<file path="config.mk">
export PLATFORM = sky130hd
export DESIGN_NAME = circular_deque_unit
export DESIGN_NICKNAME = d
export VERILOG_FILES = /design/src/cdq_pkg.sv /design/src/cdq_ram.sv /design/src/cdq_ctrl.sv /design/src/cdq_dpath.sv /design/src/circular_deque_unit.sv
export SDC_FILE = /design/constraint.sdc
export NUM_CORES = 1
export LEC_CHECK = 0
export BUFFER_PORTS_ARGS = -buffer_cell sky130_fd_sc_hd__buf_2
export CAP_MARGIN = 30
export CELL_PAD_IN_SITES_DETAIL_PLACEMENT = 1
export CELL_PAD_IN_SITES_GLOBAL_PLACEMENT = 1
export CORE_MARGIN = 3
export CORE_UTILIZATION = 50
export DETAILED_ROUTE_END_ITERATION = 8
export MAX_ROUTING_LAYER = met4
export PLACE_DENSITY = 0.87
export SLEW_MARGIN = 40
export SYNTH_ARGS = -nofsm -noshare
export SYNTH_HDL_FRONTEND = slang
export SYNTH_HIERARCHICAL = 1
export SYNTH_SLANG_ARGS = --single-unit
</file>
<file path="constraint.sdc">
create_clock -name clk_i -period 7 [get_ports clk_i]
set_input_delay 0.35 -clock clk_i [delete_from_list [all_inputs] [get_ports clk_i]]
set_output_delay 0.35 -clock clk_i [all_outputs]
set_load 0.1 [all_outputs]
</file>
<file path="src/cdq_pkg.sv">
`default_nettype none
// ----------------------------------------------------------------------------
// cdq_pkg
// Shared types, constants and index helpers of the circular deque unit.
// ----------------------------------------------------------------------------
package cdq_pkg;

  localparam int unsigned DEPTH  = 8;
  localparam int unsigned IDX_W  = (DEPTH > 1) ? $clog2(DEPTH) : 1;
  localparam int unsigned DATA_W = 32;
  localparam int unsigned FUNC_W = 3;
  localparam int unsigned STAT_W = 2;

  typedef logic [IDX_W-1:0]  idx_t;
  typedef logic [DATA_W-1:0] data_t;

  typedef enum logic [FUNC_W-1:0] {
    FN_PUSH_FRONT = 3'd0,
    FN_PUSH_REAR  = 3'd1,
    FN_POP_FRONT  = 3'd2,
    FN_POP_REAR   = 3'd3,
    FN_QUERY      = 3'd4
  } func_e;

  typedef enum logic [STAT_W-1:0] {
    ST_OK    = 2'd0,
    ST_FULL  = 2'd1,
    ST_EMPTY = 2'd2
  } status_e;

  typedef enum logic [1:0] {
    RD_POP   = 2'd0,
    RD_FRONT = 2'd1,
    RD_REAR  = 2'd2
  } rd_sel_e;

  // controller to datapath commands
  typedef struct packed {
    logic    load;
    logic    exec;
    logic    cap_pop;
    logic    cap_front;
    rd_sel_e rd_sel;
  } cmd_t;

  function automatic idx_t idx_inc(idx_t i);
    return (i == IDX_W'(DEPTH - 1)) ? '0 : i + IDX_W'(1);
  endfunction

  function automatic idx_t idx_dec(idx_t i);
    return (i == '0) ? IDX_W'(DEPTH - 1) : i - IDX_W'(1);
  endfunction

endpackage
`default_nettype wire

</file>
<file path="src/cdq_ram.sv">
`default_nettype none
// ----------------------------------------------------------------------------
// cdq_ram
// Generic single write, single read RAM with registered read data.
// ----------------------------------------------------------------------------
module cdq_ram #(
  parameter int unsigned WIDTH = 32,
  parameter int unsigned DEPTH = 8
) (
  input  wire logic                                      clk_i,
  input  wire logic                                      we_i,
  input  wire logic [((DEPTH > 1) ? $clog2(DEPTH) : 1)-1:0] waddr_i,
  input  wire logic [WIDTH-1:0]                          wdata_i,
  input  wire logic [((DEPTH > 1) ? $clog2(DEPTH) : 1)-1:0] raddr_i,
  output logic      [WIDTH-1:0]                          rdata_o
);

  logic [WIDTH-1:0] mem [DEPTH];

  always_ff @(posedge clk_i) begin
    if (we_i) begin
      mem[waddr_i] <= wdata_i;
    end
    rdata_o <= mem[raddr_i];
  end

endmodule
`default_nettype wire

</file>
<file path="src/cdq_ctrl.sv">
`default_nettype none
// ----------------------------------------------------------------------------
// cdq_ctrl
// Sequencer: execute the operation, then read popped, front and rear words.
// ----------------------------------------------------------------------------
module cdq_ctrl (
  input  wire logic          clk_i,
  input  wire logic          rst_ni,
  input  wire logic          start_i,
  output logic               busy_o,
  output logic               done_o,
  output cdq_pkg::cmd_t      cmd_o
);

  typedef enum logic [4:0] {
    S_IDLE = 5'b00001,
    S_OP   = 5'b00010,
    S_RDF  = 5'b00100,
    S_RDR  = 5'b01000,
    S_DONE = 5'b10000
  } state_e;

  state_e state_q, state_d;
  logic   accept;

  assign busy_o = (state_q != S_IDLE) && (state_q != S_DONE);
  assign done_o = (state_q == S_DONE);
  assign accept = start_i && !busy_o;

  always_comb begin
    state_d         = state_q;
    cmd_o           = '0;
    cmd_o.rd_sel    = cdq_pkg::RD_REAR;
    cmd_o.load      = accept;
    case (state_q)
      S_IDLE: begin
        if (accept) state_d = S_OP;
      end
      S_OP: begin
        cmd_o.exec   = 1'b1;
        cmd_o.rd_sel = cdq_pkg::RD_POP;
        state_d      = S_RDF;
      end
      S_RDF: begin
        cmd_o.cap_pop = 1'b1;
        cmd_o.rd_sel  = cdq_pkg::RD_FRONT;
        state_d       = S_RDR;
      end
      S_RDR: begin
        cmd_o.cap_front = 1'b1;
        cmd_o.rd_sel    = cdq_pkg::RD_REAR;
        state_d         = S_DONE;
      end
      S_DONE: begin
        state_d = accept ? S_OP : S_IDLE;
      end
      default: begin
        state_d = S_IDLE;
      end
    endcase
  end

  always_ff @(posedge clk_i or negedge rst_ni) begin
    if (!rst_ni) begin
      state_q <= S_IDLE;
    end else begin
      state_q <= state_d;
    end
  end

endmodule
`default_nettype wire

</file>
<file path="src/cdq_dpath.sv">
`default_nettype none
// ----------------------------------------------------------------------------
// cdq_dpath
// Ring indices, ring store and result registers of the deque.
// ----------------------------------------------------------------------------
module cdq_dpath (
  input  wire logic                                 clk_i,
  input  wire logic                                 rst_ni,
  input  wire cdq_pkg::cmd_t                        cmd_i,
  input  wire logic [cdq_pkg::FUNC_W-1:0]           func_i,
  input  wire logic signed [cdq_pkg::DATA_W-1:0]    push_value_i,
  output logic signed [cdq_pkg::DATA_W-1:0]         popped_value_o,
  output logic signed [cdq_pkg::DATA_W-1:0]         front_value_o,
  output logic signed [cdq_pkg::DATA_W-1:0]         rear_value_o,
  output logic                                      is_empty_o,
  output logic                                      is_full_o,
  output logic [cdq_pkg::STAT_W-1:0]                status_o
);

  logic [cdq_pkg::FUNC_W-1:0] func_q;
  cdq_pkg::data_t             push_value_q;
  cdq_pkg::idx_t              front_idx_q, front_idx_d;
  cdq_pkg::idx_t              rear_idx_q, rear_idx_d;
  cdq_pkg::status_e           status_q, status_d;
  logic                       pop_ok_q, pop_ok_d;
  cdq_pkg::data_t             popped_q, front_val_q;

  logic                       we;
  cdq_pkg::idx_t              waddr, raddr;
  cdq_pkg::data_t             rdata;
  logic                       empty, full;

  assign empty = (front_idx_q == rear_idx_q);
  assign full  = (cdq_pkg::idx_inc(rear_idx_q) == front_idx_q);

  always_comb begin
    front_idx_d = front_idx_q;
    rear_idx_d  = rear_idx_q;
    status_d    = status_q;
    pop_ok_d    = pop_ok_q;
    we          = 1'b0;
    waddr       = front_idx_q;
    if (cmd_i.exec) begin
      status_d = cdq_pkg::ST_OK;
      pop_ok_d = 1'b0;
      case (cdq_pkg::func_e'(func_q))
        cdq_pkg::FN_PUSH_FRONT: begin
          if (full) begin
            status_d = cdq_pkg::ST_FULL;
          end else begin
            we          = 1'b1;
            front_idx_d = cdq_pkg::idx_dec(front_idx_q);
          end
        end
        cdq_pkg::FN_PUSH_REAR: begin
          waddr = cdq_pkg::idx_inc(rear_idx_q);
          if (full) begin
            status_d = cdq_pkg::ST_FULL;
          end else begin
            we         = 1'b1;
            rear_idx_d = cdq_pkg::idx_inc(rear_idx_q);
          end
        end
        cdq_pkg::FN_POP_FRONT: begin
          if (empty) begin
            status_d = cdq_pkg::ST_EMPTY;
          end else begin
            pop_ok_d    = 1'b1;
            front_idx_d = cdq_pkg::idx_inc(front_idx_q);
          end
        end
        cdq_pkg::FN_POP_REAR: begin
          if (empty) begin
            status_d = cdq_pkg::ST_EMPTY;
          end else begin
            pop_ok_d   = 1'b1;
            rear_idx_d = cdq_pkg::idx_dec(rear_idx_q);
          end
        end
        default: begin
        end
      endcase
    end
  end

  // pop address uses the indices before the update of the same cycle
  always_comb begin
    case (cmd_i.rd_sel)
      cdq_pkg::RD_POP: begin
        raddr = (cdq_pkg::func_e'(func_q) == cdq_pkg::FN_POP_FRONT) ?
                cdq_pkg::idx_inc(front_idx_q) : rear_idx_q;
      end
      cdq_pkg::RD_FRONT: raddr = cdq_pkg::idx_inc(front_idx_q);
      default:           raddr = rear_idx_q;
    endcase
  end

  cdq_ram #(
    .WIDTH (cdq_pkg::DATA_W),
    .DEPTH (cdq_pkg::DEPTH)
  ) u_ram (
    .clk_i   (clk_i),
    .we_i    (we),
    .waddr_i (waddr),
    .wdata_i (push_value_q),
    .raddr_i (raddr),
    .rdata_o (rdata)
  );

  always_ff @(posedge clk_i or negedge rst_ni) begin
    if (!rst_ni) begin
      front_idx_q <= '0;
      rear_idx_q  <= '0;
      status_q    <= cdq_pkg::ST_OK;
      pop_ok_q    <= 1'b0;
    end else begin
      front_idx_q <= front_idx_d;
      rear_idx_q  <= rear_idx_d;
      status_q    <= status_d;
      pop_ok_q    <= pop_ok_d;
    end
  end

  always_ff @(posedge clk_i) begin
    if (cmd_i.load) begin
      func_q       <= func_i;
      push_value_q <= push_value_i;
    end
    if (cmd_i.cap_pop) begin
      popped_q <= pop_ok_q ? rdata : '0;
    end
    if (cmd_i.cap_front) begin
      front_val_q <= rdata;
    end
  end

  // rear word arrives from the ram in the result cycle
  assign popped_value_o = popped_q;
  assign front_value_o  = empty ? '0 : front_val_q;
  assign rear_value_o   = empty ? '0 : rdata;
  assign is_empty_o     = empty;
  assign is_full_o      = full;
  assign status_o       = status_q;

endmodule
`default_nettype wire

</file>
<file path="src/circular_deque_unit.sv">
`default_nettype none
// ----------------------------------------------------------------------------
// circular_deque_unit
// Double-ended queue of 32-bit words held in a ring with one spare slot.
// ----------------------------------------------------------------------------
// Usage:
//   An operation beat is taken at a rising edge with start_i high and busy_o
//   low. func_i selects push front, push rear, pop front, pop rear or query;
//   push_value_i is the word written by a push.
//   done_o rises once the sequencer has passed through its execute,
//   front-read and rear-read states, and is high for exactly one cycle.
//   In that cycle the result ports carry the popped word, the front and
//   rear words, the empty and full flags and the status. The receiver has
//   no way to stall: a result beat is taken at the edge that ends the
//   done_o cycle. busy_o is low in the done_o cycle, so a new beat may be
//   taken there. Operations do not overlap, as the ring store has a single
//   read port: the popped word is read in the cycle that updates the
//   indices, from the indices before the update, then the front and rear
//   words one after the other. A push on a full deque or a pop on an empty
//   one changes nothing and reports an error status. Reset clears both
//   indices, giving an empty deque; the store itself needs no clearing.
// ----------------------------------------------------------------------------
module circular_deque_unit (
  input  wire logic                                 clk_i,
  input  wire logic                                 rst_ni,
  input  wire logic                                 start_i,
  output logic                                      busy_o,
  input  wire logic [cdq_pkg::FUNC_W-1:0]           func_i,
  input  wire logic signed [cdq_pkg::DATA_W-1:0]    push_value_i,
  output logic                                      done_o,
  output logic signed [cdq_pkg::DATA_W-1:0]         popped_value_o,
  output logic signed [cdq_pkg::DATA_W-1:0]         front_value_o,
  output logic signed [cdq_pkg::DATA_W-1:0]         rear_value_o,
  output logic                                      is_empty_o,
  output logic                                      is_full_o,
  output logic [cdq_pkg::STAT_W-1:0]                status_o
);

  cdq_pkg::cmd_t cmd;

  cdq_ctrl u_ctrl (
    .clk_i   (clk_i),
    .rst_ni  (rst_ni),
    .start_i (start_i),
    .busy_o  (busy_o),
    .done_o  (done_o),
    .cmd_o   (cmd)
  );

  cdq_dpath u_dpath (
    .clk_i          (clk_i),
    .rst_ni         (rst_ni),
    .cmd_i          (cmd),
    .func_i         (func_i),
    .push_value_i   (push_value_i),
    .popped_value_o (popped_value_o),
    .front_value_o  (front_value_o),
    .rear_value_o   (rear_value_o),
    .is_empty_o     (is_empty_o),
    .is_full_o      (is_full_o),
    .status_o       (status_o)
  );

  // result strobe never stays high in back-to-back cycles
  a_done_single: assert property (@(posedge clk_i) disable iff (!rst_ni)
    done_o |=> !done_o)
    else $error("done_o held for more than one cycle");

  // an accepted beat keeps the block busy in the next cycle
  a_accept_busy: assert property (@(posedge clk_i) disable iff (!rst_ni)
    (start_i && !busy_o) |=> busy_o)
    else $error("accepted beat did not raise busy_o");

  a_flags_excl: assert property (@(posedge clk_i) disable iff (!rst_ni)
    done_o |-> !(is_empty_o && is_full_o))
    else $error("deque reported empty and full at once");

  // a refused pop returns zero
  a_refused_pop: assert property (@(posedge clk_i) disable iff (!rst_ni)
    (done_o && (status_o == cdq_pkg::ST_EMPTY)) |-> (popped_value_o == '0))
    else $error("refused pop returned a nonzero word");

endmodule
`default_nettype wire
</file>
==> flow_summary.ini, run 1 <==
[run_status]
status = finished, final reports clean

[yosys]
synth_largest_area_cell = edfxtp_1
ys_ff_latch = 401
postSynth.asyncResetShare_pct = 3.49
syn_area_sq_um = 15200
synth.area.top_cells = edfxtp_1 (70%), mux4_1 (6.9%), dfxtp_1 (4.2%), and2_1 (4.0%), mux4_2 (3.6%)
yosysSeqAreaShare_pct = 76.6
synth_cells = 747
synth_edf_count = 355
synth.avg_cell_area_sq_um = 20.4
synth.top_cell.area_share_pct = 70.1
synth.distinct_cells = 45
synth_nets = 793
yosys_warnings = 6
ys.flop_type = edfxtp_1

[die]
die_x_microns = 180
die_area_sq_um = 32500
start_util_pct = 51.0
core_sq_um = 29800
ioPinCount = 140
die_y_microns = 180
fp-row-count = 63

[timing]
final_max_slew_viol_count = 0
rsz0062_at_grt = false
period_share_pct = 57.7
fmax_ghz = 0.248
worst_slew_pin_slew_ps = 816
finalClockSkew_ps = 11.2
finalHoldViolCount = 0
finalSetupTns_ps = 0
period_needed_ps = 4040
hold-worst-slack_ps = 106
slew_headroom_pct = 45.4
setup-violations-final = 0

[critical_path]
required_ps = 7190
cp_max_fo = 21
start_kind = register
critical_path_arrival_ps = 4230
worstReg2RegStart = u_ctrl/state_q[0]
critPathKind = reg2reg
endpoint_kind = register
setup.worst_path.start = u_ctrl/state_q[0]

[layout]
area_growth_pct = 19.4
layout-drive-gt1-share_pct = 29.9
nNetsFinal = 996
insertedDiodeCount = 0

[clocking]
root_buffer = clkbuf_16
clk_pin_slew_ps = 60
post-cts-setup-buffer-count = 0
clock_latency_ps = 530
clock_sinks = 401
post_cts_resize_count = 0
numCtsBuffers = 40
cts_buffer_depth = 3
h-tree-depth = 2
cts_tree = built

[route]
vias = 7697
routed_wl_microns = 34800
wl_per_cell_microns = 25.4
via_per_inst = 5.61
first_pass_iters = 4
drc_errors = 0
antenna_left = 0
drt_first_iter_violations = 558

[grt]
grt.total_usage_pct = 22.1
grt_max_degree = 65
overflow = 0
antenna_found_initial = 0
grt_pass1_vias = 8269
grt_pass1_wl_microns = 52800

[placed_design]
port_buffers = 139
gp_congestion = 0.793
dp_hpwl_microns = 20300

[job]
drv_cap = 0

[hold_path]
hp-start = start_i
hp-class = in2reg
[logic make-up after synthesis]
kind of cell	count (synthesis)	share of synthesized area [%]
simple gates	162	6.38
fa+ha+maj	8	0.658
compound gates	25	1.17
buf+inv	43	1.58
xor+xnor	8	0.461
flops	401	76.6
mux	100	13.1
[worst paths after layout]
path | end | depth (start not counted) | slack [ps]
max | u_dpath/u_ram/mem[0][9] | 10 | 2960
min | u_ctrl/state_q[1] | 3 | 110
max reg2reg | u_dpath/u_ram/mem[0][9] | 10 | 2960
min reg2reg | u_dpath/front_val_q[14] | 0 | 440
max in group asynchronous | u_ctrl/state_q[0] | 2 | 6450
min in group asynchronous | u_dpath/pop_ok_q | 2 | 250
[registers in the layout (all words and copies together), names as in the netlist]
signal and cells:
u_ctrl/state_q 5, u_dpath/rear_idx_q 3, u_dpath/pop_ok_q 1, u_dpath/func_q 3
u_dpath/u_ram/rdata_o 32, u_dpath/front_val_q 32, u_dpath/popped_value_o 32, u_dpath/push_value_q 32
u_dpath/status_o 2, u_dpath/front_idx_q 3, u_dpath/u_ram/mem 256
[cells in the mapped netlist, types with 5 or more instances]
| master | instances |
|---|---|
| mux2_2 | 36 |
| and2_1 | 97 |
| nand2b_1 | 5 |
| mux4_2 | 24 |
| dfxtp_1 | 32 |
| nor2_1 | 15 |
| buf_6 | 8 |
| mux4_1 | 40 |
| nor3_1 | 5 |
| xnor2_1 | 7 |
| inv_1 | 9 |
| ha_1 | 8 |
| o21ai_0 | 9 |
| clkbuf_1 | 12 |
| edfxtp_1 | 355 |
| buf_2 | 9 |
| nand2_1 | 14 |
| dfrtp_1 | 13 |
[per-stage QoR]
stage	utilization, %	instance area [sq um]	setup slack (ps)	std cells
final	61.0	18200	2960	1371
after CTS	60.9	18200	2960	1371
after detailed placement	55.6	16600	3010	1262
after global placement	55.0	16400	2960	1256
after floorplan	-	15200	1990	747
after global routing	61.0	18200	2670	1371
[cell type report]
type / count / area [sq um]
multi-input combinational: 303 / 3440
sequential: 401 / 11700
tap: 390 / 488
fill: 2577 / 11600
inverter: 9 / 33.8
clock inverter: 15 / 105
timing repair buffer: 195 / 1310
clock buffer: 58 / 1140
[metal layers]
metal	share of wire, %	vias to the layer above	GRT usage (%)	wire, microns
li1	-	3341	-	-
met1	40	4044	27.9	14100
met4	2.5	0	6.14	860
met5	0	-	-	0
met2	52	246	37.4	18100
met3	5.2	66	3.82	1810
[critical path, stage by stage (launching register included)]
cell and delay (ps):
dfstp_2 430, or2b_2 310, nor4_1 200, buf_4 210, or2b_1 260, nor2_1 120
and2_1 260, mux2_2 380, nand2b_1 330, nor3_4 720, buf_4 450
[cell usage in the layout (no fill, tap or decap), drive strengths merged, types with 2 or more instances in the layout]
cell         instances
edfxtp             355
buf                159
and2                97
mux4                64
clkbuf              58
dlygate4sd3         36
mux2                36
dfxtp               32
nor2                15
nand2               14
dfrtp               13
clkinv              13
inv                  9
o21ai                9
ha                   8
xnor2                7
nand2b               5
nor4b                5
nor3                 5
a21oi                4
nor4                 4
nor2b                3
or2b                 3
a41oi                3
o31ai                3
or4                  2
or3                  2
o22a                 2
o22ai                2
nand3                2
[what timing repair did]
action / 4_1_cts / 5_1_grt
endpoints found under the hold margin: 49 / 0
hold buffers: 36 / 0
setup endpoints to repair: 0 / 0
Power of run 1 is left out: the tool's default activity adds up to more than one toggle a clock period on the data nets, which glitch-free logic cannot reach.
==> run 2, diff against run 1 <==
--- a/config.mk
+++ b/config.mk
@@ -10,10 +10,10 @@
 export CELL_PAD_IN_SITES_DETAIL_PLACEMENT = 1
 export CELL_PAD_IN_SITES_GLOBAL_PLACEMENT = 1
 export CORE_MARGIN = 3
-export CORE_UTILIZATION = 50
+export CORE_UTILIZATION = 46
 export DETAILED_ROUTE_END_ITERATION = 8
 export MAX_ROUTING_LAYER = met4
-export PLACE_DENSITY = 0.87
+export PLACE_DENSITY = 0.85
 export SLEW_MARGIN = 40
 export SYNTH_ARGS = -nofsm -noshare
 export SYNTH_HDL_FRONTEND = slang
==> constraint.sdc (replaced) <==
create_clock -name clk_i -period 3.4 [get_ports clk_i]
set_input_delay 0.17 -clock clk_i [delete_from_list [all_inputs] [get_ports clk_i]]
set_output_delay 0.17 -clock clk_i [all_outputs]
set_load 0.1 [all_outputs]
==> run 2 against run 1 <==
  * Maximum frequency up 22%
  * Global-route usage down 0.80 points
  * Die area up 8.4%
  * Setup slack worse by 2900 ps
  * Non-clock buffer count up 18
  * Cell count up 4.9%
  * Count of clock-buffer cells in the layout up 4
  * Sequential share of layout area down 1.5 points
  * Flip-flop and latch count unchanged
  * Critical endpoint is now u_dpath/u_ram/mem[3][17]
==> flow_summary.ini, run 2 (synthesis gave the netlist of run 1 again) <==
[critical_path]
worstReg2RegStart = u_ctrl/state_q[0]
endpoint_kind = register
path_delay_family = simple AND/OR/NAND/NOR gates
crit_end = u_dpath/u_ram/mem[3][17]
start_kind = register
setup.worst_path.start = u_ctrl/state_q[0]
r2r-end = u_dpath/u_ram/mem[3][17]
critPathKind = reg2reg
cp_max_fo = 16
required_ps = 3620
critPathMaxStageDelay_ps = 690
r2r_slack_ps = 80
reg2reg_depth = 9
crit_slowest_cell = dfstp_2
cp_num_cells = 9
critical_path_arrival_ps = 3550
critPathBufInv = 1
worstPathCellList = or2b_2 > nor4_4 > or2b_1 > nor2_1 > and2_2 > o21ai_0 > nand2_1 > nor2_4 > buf_12

[timing]
finalHoldViolCount = 0
period_needed_ps = 3320
setup-violations-final = 0
slew_headroom_pct = 43.4
hold-worst-slack_ps = 102
finalClockSkew_ps = 13.4
final_max_slew_viol_count = 0
period_share_pct = 97.7
fmax_ghz = 0.301
worst_slew_pin_slew_ps = 840

[die]
die_y_microns = 188
start_util_pct = 47.5
die_x_microns = 188
ioPinCount = 140
fp-row-count = 65
core_sq_um = 32000
die_area_sq_um = 35300

[run_status]
status = finished, final reports clean

[layout]
layout_common_cells = edfxtp_1 (355), buf_2 (139), and2_1 (96)
layout_commonest_cell = edfxtp_1
largest_reg_flops = 256
final_util_pct = 58.0
area_growth_pct = 22.2
largest-register = u_dpath/u_ram/mem
nNetsFinal = 1015
layout-drive-gt1-share_pct = 32.0

[route]
antenna_left = 0
via_per_inst = 5.45
drt_first_iter_violations = 763
wl_per_cell_microns = 25.2
vias = 7843
first_pass_iters = 5
drc_errors = 0
routed_wl_microns = 36200

[clocking]
numCtsBuffers = 41
clock_sinks = 401
cts_buffer_depth = 3
clock_latency_ps = 530
h-tree-depth = 2
clk_pin_slew_ps = 60
root_buffer = clkbuf_16
cts_tree = built

[job]
drv_cap = 0

[grt]
antenna_found_initial = 0
grt.total_usage_pct = 21.3
grt_max_degree = 49
grt_pass1_wl_microns = 55000
grt_pass1_vias = 8595
overflow = 0

[placed_design]
port_buffers = 139
dp_hpwl_microns = 21800
gp_congestion = 0.784

[hold_path]
hp-class = in2async
## run 2: cell count changes in the layout (fill, tap and decap cells not counted), moves of 3 or more
cell	change
buf_4	+9
clkbuf_1	+3
buf_12	+15
buf_16	-4
bufinv_16	+3
clkinv_1	-4
## run 2: how the worst min path moves through the flow
stage / start / to / slack, ps / cells past startpoint
finish: rst_ni / u_dpath/front_idx_q[1] / 100 / 2
global route: rst_ni / u_dpath/status_o[1] / 140 / 2
CTS: rst_ni / u_dpath/front_idx_q[1] / 100 / 2
detailed placement: rst_ni / u_dpath/status_o[0] / 110 / 1
global placement: rst_ni / u_dpath/pop_ok_q / 90 / 1
floorplan: rst_ni / u_ctrl/state_q[1] / -130 / 0
## run 2: what timing repair did
item                       in CTS  in global routing
setup buffers                   0                  0
pin swaps                       1                  1
resized for setup               1                  3
setup endpoints to repair      29                140
hold endpoints to repair       50                  0
hold buffers                   37                  0
## run 2: routing by layer
metal / share of wire [%] / track usage (%)
met5: 0 / -
met4: 2.8 / 7.10
met3: 5.3 / 3.18
met1: 40 / 26.6
met2: 52 / 36.1
## run 2: final cells by class
| class | instances | area, sq um |
|---|---|---|
| clock buffers | 62 | 1180 |
| multi-input cells | 303 | 3470 |
| flip-flops and latches | 401 | 11700 |
| fillers | 2846 | 13500 |
| diodes | 1 | 2.50 |
| well taps | 435 | 544 |
| inverters | 9 | 33.8 |
| clock inverters | 14 | 174 |
| repair buffers | 213 | 1530 |
## run 2: worst register-to-register path, cell delays in order, from the launching register on
cell and delay, ps:
dfstp_2 690, or2b_2 200, nor4_4 50, or2b_1 240, nor2_1 80, and2_2 240
o21ai_0 680, nand2_1 350, nor2_4 270, buf_12 210
## run 2: per-stage QoR
step | instance area, sq um | worst slack, ps | TNS [ps] | cells
floorplan | 15300 | -9.74 | -623 | 747
finish | 18600 | 77.9 | 0 | 1438
global placement | 16900 | 243 | 0 | 1324
global route | 18600 | -0.188 | -0.188 | 1437
detailed placement | 16900 | 63.0 | 0 | 1324
CTS | 18600 | 34.8 | 0 | 1437
Power of run 2 is left out for the same reason.
